[config.mk]
export PLATFORM = sky130hd
export DESIGN_NAME = wcmm_cfg
export DESIGN_NICKNAME = d
export VERILOG_FILES = /design/src/rtl/wcmm_pkg.sv /design/src/rtl/wcmm_cfg.sv
export SDC_FILE = /design/constraint.sdc
export NUM_CORES = 1
export LEC_CHECK = 0
export ABC_AREA = 1
export BUFFER_PORTS_ARGS = -buffer_cell sky130_fd_sc_hd__clkbuf_2
export CORE_UTILIZATION = 37
export DETAILED_ROUTE_END_ITERATION = 8
export PLACE_DENSITY = 0.77
export SYNTH_ARGS = -nofsm -noshare
export SYNTH_HDL_FRONTEND = slang
export SYNTH_SLANG_ARGS = --single-unit
[constraint.sdc]
create_clock -name clk -period 0.8 [get_ports clk]
set_input_delay 0 -clock clk [delete_from_list [all_inputs] [get_ports clk]]
set_output_delay 0 -clock clk [all_outputs]
set_load 0.01 [all_outputs]
[src/rtl/wcmm_pkg.sv]
// Types, constants and helper functions shared by the windowed channel min/max unit.
package wcmm_pkg;

    localparam int SAMPLE_W    = 16;
    localparam int CH_IDX_W    = 6;
    localparam int NC_W        = 7;
    localparam int SPC_W       = 13;
    localparam int WB_W        = 6;
    localparam int MAX_SAMPLES = 4096;
    localparam int PADDR_W     = 4;
    localparam int PDATA_W     = 32;

    typedef logic signed [SAMPLE_W-1:0] smp_t;

    localparam smp_t SMP_MAX = smp_t'({1'b0, {(SAMPLE_W-1){1'b1}}});
    localparam smp_t SMP_MIN = smp_t'({1'b1, {(SAMPLE_W-1){1'b0}}});

    typedef logic [1:0] reg_idx_t;

    localparam reg_idx_t REG_NUM_CHANNELS        = 2'd0;
    localparam reg_idx_t REG_SAMPLES_PER_CHANNEL = 2'd1;
    localparam reg_idx_t REG_WINDOW_BUFFERS      = 2'd2;

    typedef struct packed {
        smp_t sample_value;
    } sample_item_t;

    typedef struct packed {
        logic [CH_IDX_W-1:0] channel_index;
        smp_t                block_min;
        smp_t                block_max;
        smp_t                window_min;
        smp_t                window_max;
        smp_t                total_min;
        smp_t                total_max;
        smp_t                global_window_min;
        smp_t                global_window_max;
        logic                block_done;
    } result_item_t;

    typedef struct packed {
        logic [NC_W-1:0]  num_channels;
        logic [SPC_W-1:0] samples_per_channel;
        logic [WB_W-1:0]  window_buffers;
    } cfg_t;

    typedef struct packed {
        logic            num_channels_wr;
        logic            samples_per_channel_wr;
        logic            window_buffers_wr;
        logic [WB_W-1:0] window_buffers_new;
    } cfg_wr_t;

    typedef struct packed {
        smp_t lo;
        smp_t hi;
    } pair_t;

    typedef enum logic [1:0] {
        ST_RUN,
        ST_WALK,
        ST_DRAIN
    } wcmm_state_t;

    function automatic smp_t smp_min(smp_t a, smp_t b);
        return (a < b) ? a : b;
    endfunction

    function automatic smp_t smp_max(smp_t a, smp_t b);
        return (a > b) ? a : b;
    endfunction

endpackage

[src/rtl/wcmm_cfg.sv]
// APB-style configuration registers with range saturation and write strobes.
module wcmm_cfg #(
    parameter int MAX_CHANNELS = 64,
    parameter int MAX_BUFFERS  = 32
) (
    input  logic                           clk,
    input  logic                           rst_n,
    input  logic                           psel,
    input  logic                           penable,
    input  logic                           pwrite,
    input  logic [wcmm_pkg::PADDR_W-1:0]   paddr,
    input  logic [wcmm_pkg::PDATA_W-1:0]   pwdata,
    output logic [wcmm_pkg::PDATA_W-1:0]   prdata,
    output logic                           pready,
    output wcmm_pkg::cfg_t                 cfg,
    output wcmm_pkg::cfg_wr_t              cfg_wr
);
    import wcmm_pkg::*;

    reg_idx_t         idx;
    logic             wr_hit;
    logic [NC_W-1:0]  nc_raw;
    logic [SPC_W-1:0] spc_raw;
    logic [WB_W-1:0]  wb_raw;
    logic [NC_W-1:0]  nc_new;
    logic [SPC_W-1:0] spc_new;
    logic [WB_W-1:0]  wb_new;
    cfg_t             cfg_reg;
    cfg_t             cfg_next;

    assign pready  = 1'b1;
    assign idx     = paddr[PADDR_W-1:2];
    assign wr_hit  = psel & penable & pwrite & pready;
    assign nc_raw  = pwdata[NC_W-1:0];
    assign spc_raw = pwdata[SPC_W-1:0];
    assign wb_raw  = pwdata[WB_W-1:0];

    assign nc_new  = (nc_raw == '0) ? NC_W'(1) :
                     (32'(nc_raw) > MAX_CHANNELS) ? NC_W'(MAX_CHANNELS) : nc_raw;
    assign spc_new = (spc_raw == '0) ? SPC_W'(1) :
                     (32'(spc_raw) > MAX_SAMPLES) ? SPC_W'(MAX_SAMPLES) : spc_raw;
    assign wb_new  = (wb_raw == '0) ? WB_W'(1) :
                     (32'(wb_raw) > MAX_BUFFERS) ? WB_W'(MAX_BUFFERS) : wb_raw;

    always_comb
    begin
        cfg_next = cfg_reg;
        cfg_wr   = '0;
        cfg_wr.window_buffers_new = wb_new;
        if (wr_hit)
        begin
            case (idx)
                REG_NUM_CHANNELS:
                begin
                    cfg_next.num_channels = nc_new;
                    cfg_wr.num_channels_wr = 1'b1;
                end
                REG_SAMPLES_PER_CHANNEL:
                begin
                    cfg_next.samples_per_channel = spc_new;
                    cfg_wr.samples_per_channel_wr = 1'b1;
                end
                REG_WINDOW_BUFFERS:
                begin
                    cfg_next.window_buffers = wb_new;
                    cfg_wr.window_buffers_wr = 1'b1;
                end
                default:
                begin
                    cfg_next = cfg_reg;
                end
            endcase
        end
    end

    always_comb
    begin
        case (idx)
            REG_NUM_CHANNELS:        prdata = PDATA_W'(cfg_reg.num_channels);
            REG_SAMPLES_PER_CHANNEL: prdata = PDATA_W'(cfg_reg.samples_per_channel);
            REG_WINDOW_BUFFERS:      prdata = PDATA_W'(cfg_reg.window_buffers);
            default:                 prdata = '0;
        endcase
    end

    always_ff @(posedge clk or negedge rst_n)
    begin
        if (!rst_n)
        begin
            cfg_reg.num_channels        <= NC_W'(1);
            cfg_reg.samples_per_channel <= SPC_W'(1);
            cfg_reg.window_buffers      <= WB_W'(1);
        end
        else
        begin
            cfg_reg <= cfg_next;
        end
    end

    assign cfg = cfg_reg;

endmodule

==> metrics.yaml <==
synth:
  ys_seq_elements: 26
  synth_area_um2: 1580
  syn_avg_cell_area_um2: 7.62
  ys_seq_area_share_pct: 41.5
  synth_cell_types: 24
  syn_inst: 207
  synth_warnings: 0
routing:
  via_per_inst: 4.53
  vias: 1695
  wirelength_um: 4770
  drcViolationCount: 0
  drtIter0Drc: 53
  wl_per_cell_um: 12.8
  dr.pass1.iters: 4
  ant_nets: 0
final_layout:
  area_delta_synth_final_pct: 60.6
  fin_util_pct: 62.4
  drive_gt1_share_pct: 49.1
  fin_area_um2: 2530
  largest_reg_flops: 26
  diodes: 0
  nets: 366
global_route:
  grt_max_degree: 27
  antenna_found_initial: 0
  gr-total-overflow: 0
  grtUsageTotal_pct: 20.6
  grt_pass1_wl_um: 6890
  grt_pass1_vias: 1557
floorplanning:
  io_pins: 109
  start_util_pct: 38.9
  coreArea_um2: 4060
  die_y_um: 67.3
  dieArea_um2: 4530
  row_count: 23
  chipWidth_um: 67.3
placement:
  hpwl_um: 3290
  port_buffers: 67
  gp_congestion: 0.799
  dpl_cell_area_um2: 2120
setup_path:
  critPathTopFamily: "flip-flops"
  cp-end-kind: "primary output"
  cp.required_ns: 0.80
  reg2reg_setup_slack_ns: -0.10
  cp.arrival_ns: 1.17
  cp_num_buf_inv: 2
  path_max_fanout: 2
  critPathMaxStageDelay_ns: 0.55
  start_kind: "register"
  crit_slowest_cell: "dfstp_2"
  path_cells: "inv_2 > o211ai_1 > buf_2"
  criticalPathCategory: "register to primary output"
clock_network:
  clk_pin_slew_ns: 0.09
  clockBufferDepth: 2
  clock_sinks: 26
  cts_max_level: 1
  clock_latency_ns: 0.28
  clockRootBuffer: "clkbuf_8"
  cts_inserted_buffers: 3
  cts_tree: "built"
power_and_ir_drop:
  powerDensity_nw_per_um2: 1730
  post-layout-total-power_mw: 4.38
  vdd.ir_drop.worst_v: 0.000854
  power_leakage_nw: 1.46
run_status:
  failed_checks: "setup timing"
  outcome: "finished, violations left"
timing:
  setup_ws_ns: -0.372
  max_clock_freq_mhz: 853
  fin_crit_sh_pct: 147
  rsz0062_at_grt: "yes"
  finalHoldViolations: 0
  setup_viol: 40
  period_needed_ns: 1.17
  slew_viol_final: 0
  worst_clock_skew_ns: 0
min_path:
  holdCritPathClass: "input port to register"
job:
  drv_cap: 0
==> metal layers <==
layer / track usage, % / vias up / wire (µm) / share of wire, %
met5: 0 / - / 0 / 0
met2: 36.3 / 66 / 2440 / 51
met3: 4.05 / 5 / 278 / 5.8
met4: 6.12 / 0 / 29 / 0.61
met1: 25.1 / 792 / 2020 / 42
li1: - / 832 / - / -
==> tightest hold or removal path: cells and delay by family <==
kind                   cells  cell delay, ns
AOI/OAI and AO/OA          1            0.05
buffers and inverters      1            0.17
and+or+nand+nor            1            0.07
==> metrics by stage <==
step	std cells	setup TNS [ns]	setup slack, ns	hold slack [ns]
floorplan	225	-0.0161	-0.0161	-0.296
global route	374	-5.90	-0.411	0.0691
finish	374	-4.21	-0.372	0.0527
global placement	346	-2.08	-0.126	-0.0422
CTS	365	-3.83	-0.382	0.00316
detailed placement	346	-2.68	-0.165	-0.0405
==> synthesized netlist by cell type (all sizes together) <==
library cell   n  area share (%)
nor2          23             8.2
nand2         60              16
a21oi          2            0.63
o211ai         4             1.9
clkbuf         1            0.24
dfrtp         23              36
dfstp          3             5.0
conb           2            0.48
o21ai         13             4.1
inv           33             7.9
o221ai         2             1.1
buf           22              11
o22ai          1            0.40
nand3         18             6.8
==> layout make-up <==
type	count	area [µm²]
repair buffers	117	881
multi-input cells	144	757
clock buffers	4	55.1
well taps	50	62.6
inverters	33	124
fillers	347	1520
flip-flops and latches	26	654
==> worst paths after layout <==
path / cells past startpoint / start / endpoint
worst max register to register: 4 / cfg[19]$_DFFE_PN1P_ / cfg[19]$_DFFE_PN1P_
min in group asynchronous: 3 / rst_n / cfg[1]$_DFFE_PN0P_
max in group asynchronous: 3 / rst_n / cfg[6]$_DFFE_PN1P_
worst min-delay path: 3 / pwdata[12] / cfg[18]$_DFFE_PN0P_
worst max-delay path: 3 / cfg[6]$_DFFE_PN1P_ / prdata[0]
worst min register to register: 2 / cfg[6]$_DFFE_PN1P_ / cfg[6]$_DFFE_PN1P_
==> report_power, final <==
| group | leakage [nW] | internal (mW) | total, mW | switching, mW |
|---|---|---|---|---|
| combinational | 1.10 | 0.898 | 1.75 | 0.851 |
| clock | 0.0288 | 0.441 | 0.881 | 0.440 |
| sequential | 0.325 | 1.57 | 1.75 | 0.178 |
| total | 1.46 | 2.91 | 4.38 | 1.47 |
==> logic make-up (layout without fill, tap and decap cells) <==
kind of cell	Yosys count	in the layout	share of synthesized area, %
AO/OA/AOI/OAI	22	22	8.17
buffers and inverters	56	154	19.0
flip-flops	26	26	41.5
other	2	20	0.476
AND/OR/NAND/NOR	101	102	30.8
==> cells in the final DEF, fill, tap and decap left out, types with 3 or more instances in the layout <==
cell type / n
nand2_1: 50
clkbuf_2: 40
buf_4: 32
dfrtp_1: 23
inv_1: 20
conb_1: 20
buf_6: 20
nor2_1: 16
nand3_1: 16
buf_2: 16
inv_2: 13
o21ai_0: 10
nand2_2: 7
nand2_4: 4
o211ai_1: 4
clkbuf_8: 4
dlygate4sd3_1: 4
buf_12: 4
nor2_2: 3
dfstp_2: 3
==> repair_timing <==
item	CTS	global route
resized for setup	13	65
hold endpoints to repair	29	0
hold buffers	4	0
buffers inserted	11	9
pin swaps	14	11
setup endpoints to repair	41	61
cloned	0	1
Note: power is estimated with default switching activity, not from simulation.
